==> config.mk <==
export PLATFORM = sky130hd
export DESIGN_NAME = timed_linear_ramp_generator_unit
export DESIGN_NICKNAME = d
export VERILOG_FILES = /design/src/design/tlrg_pkg.sv /design/src/design/tlrg_ctrl.sv /design/src/design/tlrg_dp.sv /design/src/design/timed_linear_ramp_generator_unit.sv
export SDC_FILE = /design/constraint.sdc
export NUM_CORES = 1
export LEC_CHECK = 0
export BUFFER_PORTS_ARGS = -buffer_cell sky130_fd_sc_hd__buf_2
export CAP_MARGIN = 20
export CORE_MARGIN = 3
export CORE_UTILIZATION = 58
export DETAILED_ROUTE_END_ITERATION = 16
export PLACE_DENSITY_LB_ADDON = 0.15
export SETUP_SLACK_MARGIN = 0.4
export SLEW_MARGIN = 20
export SYNTH_ARGS = -nofsm -noshare
export SYNTH_HDL_FRONTEND = slang
export SYNTH_SLANG_ARGS = --single-unit
==> constraint.sdc <==
create_clock -name i_clk -period 8.6 [get_ports i_clk]
set_input_delay 0.86 -clock i_clk [delete_from_list [all_inputs] [get_ports i_clk]]
set_output_delay 0.86 -clock i_clk [all_outputs]
set_load 0.03 [all_outputs]
==> src/design/tlrg_pkg.sv <==
// Shared constants and controller/datapath interface types for the ramp generator.
package tlrg_pkg;

    localparam int unsigned TIME_W     = 32;
    localparam int unsigned LEVEL_W    = 8;
    localparam int unsigned CFG_ADDR_W = 3;
    localparam int unsigned CFG_DATA_W = 32;
    localparam int unsigned PCT_W      = 7;
    localparam int unsigned DIV_STEPS  = 7;
    localparam int unsigned DIV_IDX_W  = 3;
    localparam int unsigned REM_W      = TIME_W + PCT_W;
    localparam int unsigned MAG_W      = LEVEL_W + PCT_W;
    localparam int unsigned RECIP_W    = 13;
    localparam int unsigned RECIP_SH   = 19;

    localparam logic [PCT_W-1:0]     PCT_FULL  = 7'd100;
    // floor(m/100) == (m*5243) >> 19 for every m up to 255*100
    localparam logic [RECIP_W-1:0]   RECIP_100 = 13'd5243;
    localparam logic [DIV_IDX_W-1:0] DIV_TOP   = 3'(DIV_STEPS - 1);

    // Register indexes of the configuration port
    localparam logic [CFG_ADDR_W-1:0] CFG_START_LEVEL = 3'd0;
    localparam logic [CFG_ADDR_W-1:0] CFG_END_LEVEL   = 3'd1;
    localparam logic [CFG_ADDR_W-1:0] CFG_DURATION    = 3'd2;
    localparam logic [CFG_ADDR_W-1:0] CFG_START_TIME  = 3'd3;
    localparam logic [CFG_ADDR_W-1:0] CFG_BLINK       = 3'd4;

    typedef struct packed {
        logic                 load;     // capture timestamp, form elapsed time
        logic                 prep;     // form elapsed*100, saturation flag
        logic                 div;      // one restoring divide step
        logic [DIV_IDX_W-1:0] div_idx;  // quotient bit of this step
        logic                 scale;    // |end-start| * percent
        logic                 recip;    // divide by 100 via reciprocal
        logic                 finish;   // write result, update blink state
    } t_cmd;

    typedef struct packed {
        logic sat;  // elapsed time reached the duration: percent is 100
    } t_sts;

endpackage

==> src/design/tlrg_ctrl.sv <==
// Sequencing state machine of the ramp generator.
module tlrg_ctrl
    import tlrg_pkg::*;
(
    input  logic i_clk,
    input  logic i_rst_n,
    input  logic i_in_valid,
    output logic o_in_ready,
    output logic o_out_valid,
    input  logic i_out_ready,
    input  t_sts i_sts,
    output t_cmd o_cmd
);

    typedef enum logic [2:0] {
        S_IDLE,
        S_PREP,
        S_DIV,
        S_SCALE,
        S_RECIP,
        S_DONE
    } t_state;

    t_state               r_state;
    logic [DIV_IDX_W-1:0] r_cnt;
    logic                 r_in_ready;
    logic                 r_out_valid;
    logic                 w_out_free;

    assign w_out_free  = !r_out_valid || i_out_ready;
    assign o_in_ready  = r_in_ready;
    assign o_out_valid = r_out_valid;

    always_comb begin
        o_cmd         = '0;
        o_cmd.div_idx = r_cnt;
        unique case (r_state)
            S_IDLE:  o_cmd.load   = i_in_valid;
            S_PREP:  o_cmd.prep   = 1'b1;
            S_DIV:   o_cmd.div    = !i_sts.sat;
            S_SCALE: o_cmd.scale  = 1'b1;
            S_RECIP: o_cmd.recip  = 1'b1;
            S_DONE:  o_cmd.finish = w_out_free;
            default: o_cmd        = '0;
        endcase
    end

    always_ff @(posedge i_clk) begin
        if (!i_rst_n) begin
            r_state     <= S_IDLE;
            r_cnt       <= '0;
            r_in_ready  <= 1'b1;
            r_out_valid <= 1'b0;
        end else begin
            // present a new result, or drop the one just taken
            if (o_cmd.finish) begin
                r_out_valid <= 1'b1;
            end else if (i_out_ready) begin
                r_out_valid <= 1'b0;
            end
            unique case (r_state)
                S_IDLE: begin
                    if (i_in_valid) begin
                        r_in_ready <= 1'b0;
                        r_state    <= S_PREP;
                    end
                end
                S_PREP: begin
                    r_cnt   <= DIV_TOP;
                    r_state <= S_DIV;
                end
                S_DIV: begin
                    // saturated percent needs no quotient
                    if (i_sts.sat || r_cnt == '0) begin
                        r_state <= S_SCALE;
                    end else begin
                        r_cnt <= r_cnt - 1'b1;
                    end
                end
                S_SCALE: r_state <= S_RECIP;
                S_RECIP: r_state <= S_DONE;
                S_DONE: begin
                    if (w_out_free) begin
                        r_in_ready  <= 1'b1;
                        r_state     <= S_IDLE;
                    end
                end
                default: r_state <= S_IDLE;
            endcase
        end
    end

endmodule

==> src/design/tlrg_dp.sv <==
// Datapath of the ramp generator: registers, divider, scaling and level output.
module tlrg_dp
    import tlrg_pkg::*;
(
    input  logic                  i_clk,
    input  logic                  i_rst_n,
    input  logic                  i_cfg_we,
    input  logic [CFG_ADDR_W-1:0] i_cfg_addr,
    input  logic [CFG_DATA_W-1:0] i_cfg_wdata,
    input  logic [TIME_W-1:0]     i_now_time,
    input  t_cmd                  i_cmd,
    output t_sts                  o_sts,
    output logic [LEVEL_W-1:0]    o_level,
    output logic                  o_ramp_enabled
);

    // configuration and ramp state
    logic signed [LEVEL_W-1:0] r_start;
    logic signed [LEVEL_W-1:0] r_end;
    logic [TIME_W-1:0]         r_dur;
    logic                      r_blink;
    logic [TIME_W-1:0]         r_origin;
    logic                      r_rev;

    // per-transaction working registers
    logic [TIME_W-1:0]  r_now;
    logic [TIME_W-1:0]  r_elapsed;
    logic [REM_W-1:0]   r_rem;
    logic [PCT_W-1:0]   r_q;
    logic               r_sat;
    logic [MAG_W-1:0]   r_mag;
    logic               r_neg;
    logic [LEVEL_W-1:0] r_step;
    logic [LEVEL_W-1:0] r_level;
    logic               r_ramp_en;

    logic [TIME_W-1:0]            w_dur;
    logic [REM_W-1:0]             w_x100;
    logic [REM_W-1:0]             w_trial;
    logic [PCT_W-1:0]             w_pct;
    logic signed [LEVEL_W:0]      w_diff;
    logic [LEVEL_W-1:0]           w_absd;
    logic [MAG_W+RECIP_W-1:0]     w_recip;
    logic signed [LEVEL_W:0]      w_step;
    logic signed [LEVEL_W+1:0]    w_lvl;

    assign w_dur   = (r_dur == '0) ? TIME_W'(1) : r_dur;
    assign w_x100  = ({{PCT_W{1'b0}}, r_elapsed} << 6) + ({{PCT_W{1'b0}}, r_elapsed} << 5)
                   + ({{PCT_W{1'b0}}, r_elapsed} << 2);
    assign w_trial = {{PCT_W{1'b0}}, w_dur} << i_cmd.div_idx;
    assign w_pct   = r_sat ? PCT_FULL : r_q;
    assign w_diff  = {r_end[LEVEL_W-1], r_end} - {r_start[LEVEL_W-1], r_start};
    assign w_absd  = w_diff[LEVEL_W] ? LEVEL_W'(-w_diff) : w_diff[LEVEL_W-1:0];
    assign w_recip = {{RECIP_W{1'b0}}, r_mag} * {{MAG_W{1'b0}}, RECIP_100};
    assign w_step  = r_neg ? -$signed({1'b0, r_step}) : $signed({1'b0, r_step});
    assign w_lvl   = r_rev ? ({{2{r_end[LEVEL_W-1]}}, r_end} - {w_step[LEVEL_W], w_step})
                           : ({{2{r_start[LEVEL_W-1]}}, r_start} + {w_step[LEVEL_W], w_step});

    // configuration, origin and direction
    always_ff @(posedge i_clk) begin
        if (!i_rst_n) begin
            r_start  <= '0;
            r_end    <= '0;
            r_dur    <= TIME_W'(1);
            r_blink  <= 1'b0;
            r_origin <= '0;
            r_rev    <= 1'b0;
        end else if (i_cfg_we) begin
            unique case (i_cfg_addr)
                CFG_START_LEVEL: r_start <= i_cfg_wdata[LEVEL_W-1:0];
                CFG_END_LEVEL:   r_end   <= i_cfg_wdata[LEVEL_W-1:0];
                CFG_DURATION:    r_dur   <= i_cfg_wdata[TIME_W-1:0];
                CFG_START_TIME: begin
                    r_origin <= i_cfg_wdata[TIME_W-1:0];
                    r_rev    <= 1'b0;
                end
                CFG_BLINK:       r_blink <= i_cfg_wdata[0];
                default: ;
            endcase
        end else if (i_cmd.finish && r_blink && r_sat) begin
            // turn around at the far end
            r_rev    <= ~r_rev;
            r_origin <= r_now;
        end
    end

    always_ff @(posedge i_clk) begin
        if (i_cmd.load) begin
            r_now     <= i_now_time;
            r_elapsed <= i_now_time - r_origin;
        end
        if (i_cmd.prep) begin
            r_rem <= w_x100;
            r_sat <= r_elapsed >= w_dur;
            r_q   <= '0;
        end
        if (i_cmd.div && r_rem >= w_trial) begin
            r_rem             <= r_rem - w_trial;
            r_q[i_cmd.div_idx] <= 1'b1;
        end
        if (i_cmd.scale) begin
            r_mag <= MAG_W'(w_absd) * MAG_W'(w_pct);
            r_neg <= w_diff[LEVEL_W];
        end
        if (i_cmd.recip) begin
            r_step <= w_recip[RECIP_SH+LEVEL_W-1:RECIP_SH];
        end
        if (i_cmd.finish) begin
            r_level   <= w_lvl[LEVEL_W-1:0];
            r_ramp_en <= r_start != r_end;
        end
    end

    assign o_sts.sat      = r_sat;
    assign o_level        = r_level;
    assign o_ramp_enabled = r_ramp_en;

endmodule

==> src/design/timed_linear_ramp_generator_unit.sv <==
// Top level of the timed linear ramp generator: controller plus datapath.
//
//  channel   direction  payload
//  s_*       in         tdata[31:0] now_time
//  m_*       out        tdata[7:0] level, [8] ramp_enabled, [15:9] zero
//  cfg_*     in         addr 0 start, 1 end, 2 duration, 3 start time, 4 blink
//
// After acceptance the steps PREP, DIV, SCALE, RECIP and DONE present the result
// (seven restoring-divide steps in DIV on elapsed*100 / duration); once the
// elapsed time reaches the duration, the divide steps are skipped. One timestamp
// is taken at a time, as the input reopens when the result is presented.
// A result left waiting on m_tready holds the machine only at its last step.
// Reset is synchronous, active low: levels 0, duration 1, origin 0, forward.
module timed_linear_ramp_generator_unit
    import tlrg_pkg::*;
(
    input  logic                  i_clk,
    input  logic                  i_rst_n,
    // input timestamps
    input  logic                  i_s_tvalid,
    output logic                  o_s_tready,
    input  logic [TIME_W-1:0]     i_s_tdata,     // [31:0] now_time
    // output levels
    output logic                  o_m_tvalid,
    input  logic                  i_m_tready,
    output logic [15:0]           o_m_tdata,     // [7:0] level, [8] ramp_enabled
    // configuration writes
    input  logic                  i_cfg_we,
    input  logic [CFG_ADDR_W-1:0] i_cfg_addr,
    input  logic [CFG_DATA_W-1:0] i_cfg_wdata
);

    t_cmd               w_cmd;
    t_sts               w_sts;
    logic [LEVEL_W-1:0] w_level;
    logic               w_ramp_en;

    // sequence the transaction
    tlrg_ctrl u_ctrl (
        .i_clk       (i_clk),
        .i_rst_n     (i_rst_n),
        .i_in_valid  (i_s_tvalid),
        .o_in_ready  (o_s_tready),
        .o_out_valid (o_m_tvalid),
        .i_out_ready (i_m_tready),
        .i_sts       (w_sts),
        .o_cmd       (w_cmd)
    );

    // hold configuration and compute the level
    tlrg_dp u_dp (
        .i_clk          (i_clk),
        .i_rst_n        (i_rst_n),
        .i_cfg_we       (i_cfg_we),
        .i_cfg_addr     (i_cfg_addr),
        .i_cfg_wdata    (i_cfg_wdata),
        .i_now_time     (i_s_tdata),
        .i_cmd          (w_cmd),
        .o_sts          (w_sts),
        .o_level        (w_level),
        .o_ramp_enabled (w_ramp_en)
    );

    // pad the result to whole bytes
    assign o_m_tdata = {7'd0, w_ramp_en, w_level};

endmodule

==> results of run 1 <==
## synth_stat cells, drive strengths merged, types with 13 or more instances
library cell and n:
nand2 239, nand3 32, nand4 27, a21boi 52, o21bai 30, nor4 13, or2 19, a211oi 15
buf 19, clkbuf 59, inv 278, xor2 45, nor2 155, a21o 63, mux2i 94, o21a 17
ha 295, nand2b 29, edfxtp 137, nor3 16, o211a 34, nor2b 22, and3 13, xnor2 98
dfxtp 97, o21ai 90, fa 131, a21oi 171
## cell families after synthesis
group	share of synthesized area (%)
AND/OR/NAND/NOR	11.9
AO/OA/AOI/OAI	16.4
adder cells (fa/ha/maj)	28.1
buffers and inverters	6.17
flip-flops	27.0
XOR/XNOR	5.58
multiplexers	4.80
other	0.0167
## final cells by class
class	instances	area [µm²]	area share, %
inverters	279	1050	4.31
flip-flops and latches	234	6060	24.9
repair buffers	94	500	2.06
multi-input cells	1822	15100	61.9
diodes	1	2.50	0.0103
clock inverters	11	111	0.458
well taps	511	639	2.63
clock buffers	41	906	3.72
## metrics by stage
stage	utilization, %	power (W)	std cells	instance area [µm²]
floorplan	-	0.00390	2413	22500
global placement	61.4	0.00452	2940	23300
detailed placement	61.4	0.00460	2940	23300
CTS	64.1	0.00591	2992	24300
global route	64.1	0.00639	2992	24300
finish	64.1	0.00591	2993	24300
## registers in the layout, indices dropped and copies added (netlist names), 3 cells and up
register,flops
u_dp.r_origin,32
u_dp.r_end,8
u_dp.r_dur,32
u_dp.o_level,8
u_dp.r_elapsed,32
u_ctrl.r_cnt,3
u_dp.r_step,8
u_dp.r_q,7
u_dp.r_start,8
u_dp.r_rem,39
u_dp.r_now,32
u_dp.r_mag,15
u_ctrl.r_state,3
## power by group through the flow
stage | combinational (W) | sequential, W | clock, W
floorplan | 0.00237 | 0.00153 | 0
global placement | 0.00295 | 0.00157 | 0
detailed placement | 0.00302 | 0.00157 | 0
CTS | 0.00306 | 0.00155 | 0.00129
global route | 0.00349 | 0.00157 | 0.00134
finish | 0.00309 | 0.00155 | 0.00127
## critical path: cells and delay by family, from the launching register on
kind / cells / cell delay, ns
flip-flops: 1 / 0.31
buffers and inverters: 6 / 0.35
AO/OA/AOI/OAI: 8 / 1.82
adder cells (fa/ha/maj): 7 / 3.00
XOR/XNOR: 2 / 0.62
multiplexers: 1 / 0.33
AND/OR/NAND/NOR: 5 / 0.51
## final timing paths
check                   end  slack, ns  cells past startpoint
max          u_dp.r_mag[14]       1.42                     29
min             u_dp.r_q[5]       0.46                      2
max reg2reg  u_dp.r_mag[14]       1.42                     29
min reg2reg     u_dp.r_q[5]       0.46                      2
## metal layers
layer  GRT usage [%]  routed length, µm
met5               0                 13
met4            5.39                976
met2            40.7              23500
met3            2.76               3210
met1            40.7              27000
==> out/results.tsv, run 1 <==
stage	metric	value	unit
sta	maxSlewHeadroom	28.3	%
power_and_ir_drop	leakage	10.9	nW
placement	port_buffers	82	
clock_network	clk_pin_slew	0.06	ns
sta	finalCritPeriodShare	83.5	%
worst_setup_path	crit_required	8.89	ns
power_and_ir_drop	switching_share	40.6	%
min_path	hold_path_class	reg -> reg	
clock_network	insertion_delay	0.56	ns
clock_network	hold_buffers	0	
sta	hold_violations	0	
synth	synth-edff-count	137	
worst_setup_path	worstSetupStartpointType	flop	
worst_setup_path	crit_path_end_kind	flop	
final_layout	drive_gt1_share	7.58	%
global_routing	gr-total-overflow	0	
worst_setup_path	crit_slowest_cell	fa_1	
sta	finalSetupViolations	0	
die	die_y	203	µm
sta	tns	0	ns
clock_network	htree_levels	1	
worst_setup_path	reg2reg_from	u_dp.r_end[0]	
die	die_x	203	µm
synth	syn_inst	2407	
status	status	finished clean	
die	core_area	0.0379	mm²
synth	synth-seq-cells	234	
final_layout	fin_nets	2957	
die	initial_core_util	59.2	%
power_and_ir_drop	combinationalPowerShare	52.2	%
power_and_ir_drop	pwr-share-clk	21.5	%
worst_setup_path	crit_start	u_dp.r_end[0]	
power_and_ir_drop	vdd_drop_max	0.173	mV
global_routing	grt.total_usage	26.5	%
clock_network	cts_resized	0	
synth	yosysWarnings	0	
routing	routed_wirelength	54700	µm
final_layout	fill_cells	3205	
final_layout	final_common_cell	ha_1	
clock_network	cts_sinks	234	
job	max-cap-violations	0	
synth	synth_area_leaders	edfxtp_1 (18%), ha_1 (16%), fa_1 (12%)	
global_routing	grt_antenna_before_repair	2	
synth	ys_async_sr_fraction	0	%
synth	yosysUniqueCellTypes	78	
clock_network	cts_setup_buffers	0	
power_and_ir_drop	p_int	0.00351	W
synth	ys.flop_type	edfxtp_1	
routing	avgRoutedWirePerCell	18.3	µm
clock_network	clockRootBuffer	clkbuf_16	
sta	rsz0062_at_grt	false	
placement	dp_slack	1.49	ns
worst_setup_path	worstSetupPathType	reg -> reg	
clock_network	cts_tree	done	
sta	fin_skew	0.0338	ns
routing	drtAntennaViolNets	0	
global_routing	first_global_vias	16976	
synth	synth_area	0.0224	mm²
synth	yosysTopAreaCell	edfxtp_1	
synth	synth_area_per_cell	9.32	µm²
final_layout	area_growth	8.41	%
power_and_ir_drop	seqPwrFrac	26.3	%
routing	via_per_inst	5.80	
synth	synth_top_area_share	18.3	%
sta	finalWorstSetupSlack	1.42	ns
sta	fmax	139	MHz
clock_network	clk_path_buf_depth	3	
worst_setup_path	cp_data_arrival_time	7.48	ns
sta	hold_ws	0.464	ns
min_path	hp-start	u_dp.r_q[5]	
die	ios	90	
final_layout	layout_common_cells	ha_1 (295), inv_1 (277), nand2_1 (238), a21oi_1 (168), nor2_1 (155)	
routing	drtPass1Iterations	5	
sta	post-route-min-period	7.18	ns
routing	drt_iter0_markers	1208	
routing	vias	17359	
sta	worst_pin_slew	1.07	ns
placement	place_congestion	0.892	
clock_network	cts-buffers-inserted	28	
worst_setup_path	critical_path.most_common_cell	inv_1	
global_routing	grt_first_pass_wirelength	88500	µm
routing	route.detailed.drc	0	
global_routing	grt_max_degree	91	
power_and_ir_drop	powerDensity	243	mW/mm²
die	rows	71	
synth	yosysSeqAreaShare	27.0	%
worst_setup_path	max_stage_delay	0.55	ns
worst_setup_path	worstPathMaxFanout	9	
power_and_ir_drop	p_switching	0.00240	W
sta	slew_violations	0	
die	die_area	0.0411	mm²
placement	hpwl	43600	µm
Power figures use the tool's default switching activity.
==> inputs of run 2 (changes only) <==
--- a/config.mk
+++ b/config.mk
@@ -8,7 +8,7 @@
 export BUFFER_PORTS_ARGS = -buffer_cell sky130_fd_sc_hd__buf_2
 export CAP_MARGIN = 20
 export CORE_MARGIN = 3
-export CORE_UTILIZATION = 58
+export CORE_UTILIZATION = 60
 export DETAILED_ROUTE_END_ITERATION = 16
 export PLACE_DENSITY_LB_ADDON = 0.15
 export SETUP_SLACK_MARGIN = 0.4
==> constraint.sdc (replaced) <==
create_clock -name i_clk -period 6.77 [get_ports i_clk]
set_input_delay 0.677 -clock i_clk [delete_from_list [all_inputs] [get_ports i_clk]]
set_output_delay 0.677 -clock i_clk [all_outputs]
set_load 0.03 [all_outputs]
==> out/results.tsv, run 2 (synthesis gave the netlist of run 1 again) <==
stage	metric	value	unit	change
clock_network	cts_tree	done		
routing	route.detailed.drc	0		unchanged
worst_setup_path	r2r_end	u_dp.r_mag[14]		
status	status	finished clean		
routing	drt_iter0_markers	1151		-4.7%
final_layout	drive_gt1_share	9.97	%	+2.4 points
sta	rsz0062_at_grt	false		
worst_setup_path	worstSetupPathType	reg -> reg		
routing	routed_wirelength	55400	µm	+1.4%
die	core_area	0.0367	mm²	-3.3%
die	die_area	0.0398	mm²	-3.2%
sta	hold_ws	0.301	ns	-0.163 ns
worst_setup_path	reg2reg_from	u_dp.r_end[0]		
clock_network	insertion_delay	0.58	ns	+0.02 ns
min_path	worstHoldPathCells	1		-1
global_routing	grt_antenna_before_repair	2		unchanged
global_routing	grt_max_degree	91		unchanged
min_path	hold_path_class	in -> reg		
sta	tns	0	ns	unchanged
clock_network	clk_pin_slew	0.06	ns	about the same
final_layout	largest_reg_flops	39		unchanged
power_and_ir_drop	powerDensity	308	mW/mm²	+27%
min_path	whs_endpoint	u_dp.r_now[17]		
sta	fmax	161	MHz	+16%
min_path	hp-start	i_s_tdata[17]		
sta	hold_violations	0		unchanged
routing	drtAntennaViolNets	0		unchanged
power_and_ir_drop	p_int	0.00450	W	+28%
power_and_ir_drop	seqPwrFrac	25.9	%	-0.4 points
placement	place_congestion	0.893		about the same
final_layout	antenna_cells	0		-1
power_and_ir_drop	combinationalPowerShare	53.3	%	+1.1 points
power_and_ir_drop	pwr-share-clk	20.8	%	-0.7 points
placement	port_buffers	82		unchanged
worst_setup_path	crit_path_end_kind	flop		
sta	maxSlewHeadroom	29.5	%	+1.2 points
sta	finalCritPeriodShare	91.7	%	+8.2 points
worst_setup_path	crit_required	7.07	ns	-1.82 ns
placement	hpwl	43400	µm	-0.30%
clock_network	clk_path_buf_depth	3		unchanged
global_routing	grt_first_pass_wirelength	88500	µm	about the same
power_and_ir_drop	vdd_drop_max	0.198	mV	+14%
sta	worst_pin_slew	1.05	ns	-0.0241 ns
routing	via_per_inst	5.89		+1.6%
power_and_ir_drop	leakage	11.1	nW	+1.2%
final_layout	area_growth	9.97	%	
clock_network	htree_levels	1		unchanged
final_layout	fin_nets	2974		+0.57%
power_and_ir_drop	p_switching	0.00311	W	+30%
die	initial_core_util	61.1	%	+2.0 points
routing	avgRoutedWirePerCell	18.7	µm	+2.3%
die	die_y	199	µm	-1.6%
worst_setup_path	reg2reg_slack	0.56	ns	-0.86 ns
final_layout	final_common_cell	ha_1		
sta	finalSetupViolations	0		unchanged
die	rows	70		-1.4%
clock_network	cts-buffers-inserted	27		-3.6%
worst_setup_path	worstSetupStartpointType	flop		
final_layout	layout_common_cells	ha_1 (289), inv_1 (270), nand2_1 (234), a21oi_1 (162), nor2_1 (150)		
clock_network	cts_sinks	234		unchanged
global_routing	gr-total-overflow	0		unchanged
power_and_ir_drop	p_total	0.00761	W	+29%
final_layout	regMostFlops	u_dp.r_rem		
worst_setup_path	worstPathMaxFanout	3		-6
global_routing	grt.total_usage	27.8	%	+1.4 points
clock_network	clockRootBuffer	clkbuf_16		
die	ios	90		unchanged
routing	vias	17476		+0.67%
final_layout	multi_input_area	0.0153	mm²	+1.9%
routing	drtPass1Iterations	5		unchanged
worst_setup_path	cp_data_arrival_time	6.51	ns	-0.97 ns
sta	post-route-min-period	6.21	ns	-0.973 ns
power_and_ir_drop	switching_share	40.9	%	+0.33 points
final_layout	final_util	67.2	%	+3.1 points
final_layout	ff_latch_area	0.00606	mm²	about the same
sta	slew_violations	0		unchanged
die	die_x	199	µm	-1.6%
worst_setup_path	r2r_cells	27		-6.9%
final_layout	fill_cells	2936		-8.4%
job	max-cap-violations	0		unchanged
global_routing	first_global_vias	17116		+0.82%
sta	fin_skew	0.0266	ns	-0.00717 ns
[run 2: critical path, cell delays in order, from the launching register on]
cell	delay, ns
dfxtp_2	0.33
inv_2	0.07
ha_4	0.14
inv_1	0.05
fa_2	0.34
buf_4	0.16
xnor2_4	0.26
nand3_2	0.17
or3_4	0.44
nand2_4	0.08
xor2_2	0.06
or2_4	0.26
fa_1	0.51
fa_1	0.51
inv_2	0.04
fa_1	0.49
inv_1	0.05
fa_1	0.50
inv_2	0.05
ha_4	0.22
inv_2	0.04
o21bai_1	0.07
a21oi_2	0.17
o21bai_1	0.11
a21oi_2	0.18
o21ai_2	0.08
o41a_1	0.43
xnor2_1	0.13
[run 2: how the worst max path moves through the flow]
| stage | startpoint | to | slack, ns | cells past startpoint |
|---|---|---|---|---|
| finish | u_dp.r_end[0] | u_dp.r_mag[14] | 0.56 | 27 |
| global route | u_dp.r_end[0] | u_dp.r_mag[14] | 0.31 | 31 |
| CTS | u_dp.r_end[0] | u_dp.r_mag[14] | 0.47 | 29 |
| detailed placement | u_dp.r_end[0] | u_dp.r_mag[14] | -0.02 | 29 |
| global placement | u_dp.r_end[0] | u_dp.r_mag[14] | 0.14 | 29 |
| floorplan | u_dp.r_end[0] | u_dp.r_mag[14] | 0.46 | 29 |
[run 2: metrics by stage]
stage	area, µm²	setup WS (ns)	instances
after floorplan	22500	0.457	2413
after global placement	23300	0.144	2903
after detailed placement	23300	-0.0250	2903
after CTS	24400	0.474	2958
after global routing	24700	0.310	2965
final	24700	0.560	2965
[run 2: metal layers]
metal	global-route usage [%]	share of wire, %	vias to the layer above
met5	0	0.054	-
met1	41.8	48	8416
li1	-	-	8530
met4	6.05	1.9	4
met2	42.7	44	454
met3	4.52	6.1	72
[run 2: power by group through the flow]
stage          combinational [W]  clock, W  sequential [W]
6_report                 0.00406   0.00159         0.00197
5_1_grt                  0.00452   0.00166         0.00199
4_1_cts                  0.00396   0.00161         0.00197
3_5_place_dp             0.00391         0         0.00200
3_3_place_gp             0.00381         0         0.00199
2_1_floorplan            0.00301         0         0.00194
[run 2: layout make-up]
cell class	count	share of cell area (%)
multi-input combinational	1822	62.2
sequential	234	24.6
inverter	279	4.24
clock buffer	33	3.04
timing repair buffer	112	2.71
tap	468	2.37
clock inverter	17	0.887
[run 2: what timing repair did]
action | 4_1_cts | 5_1_grt
endpoints found under the setup margin | 4 | 5
gates resized for setup | 11 | 52
pin swaps | 5 | 33
buffers inserted | 5 | 7
hold buffers | 0 | 0
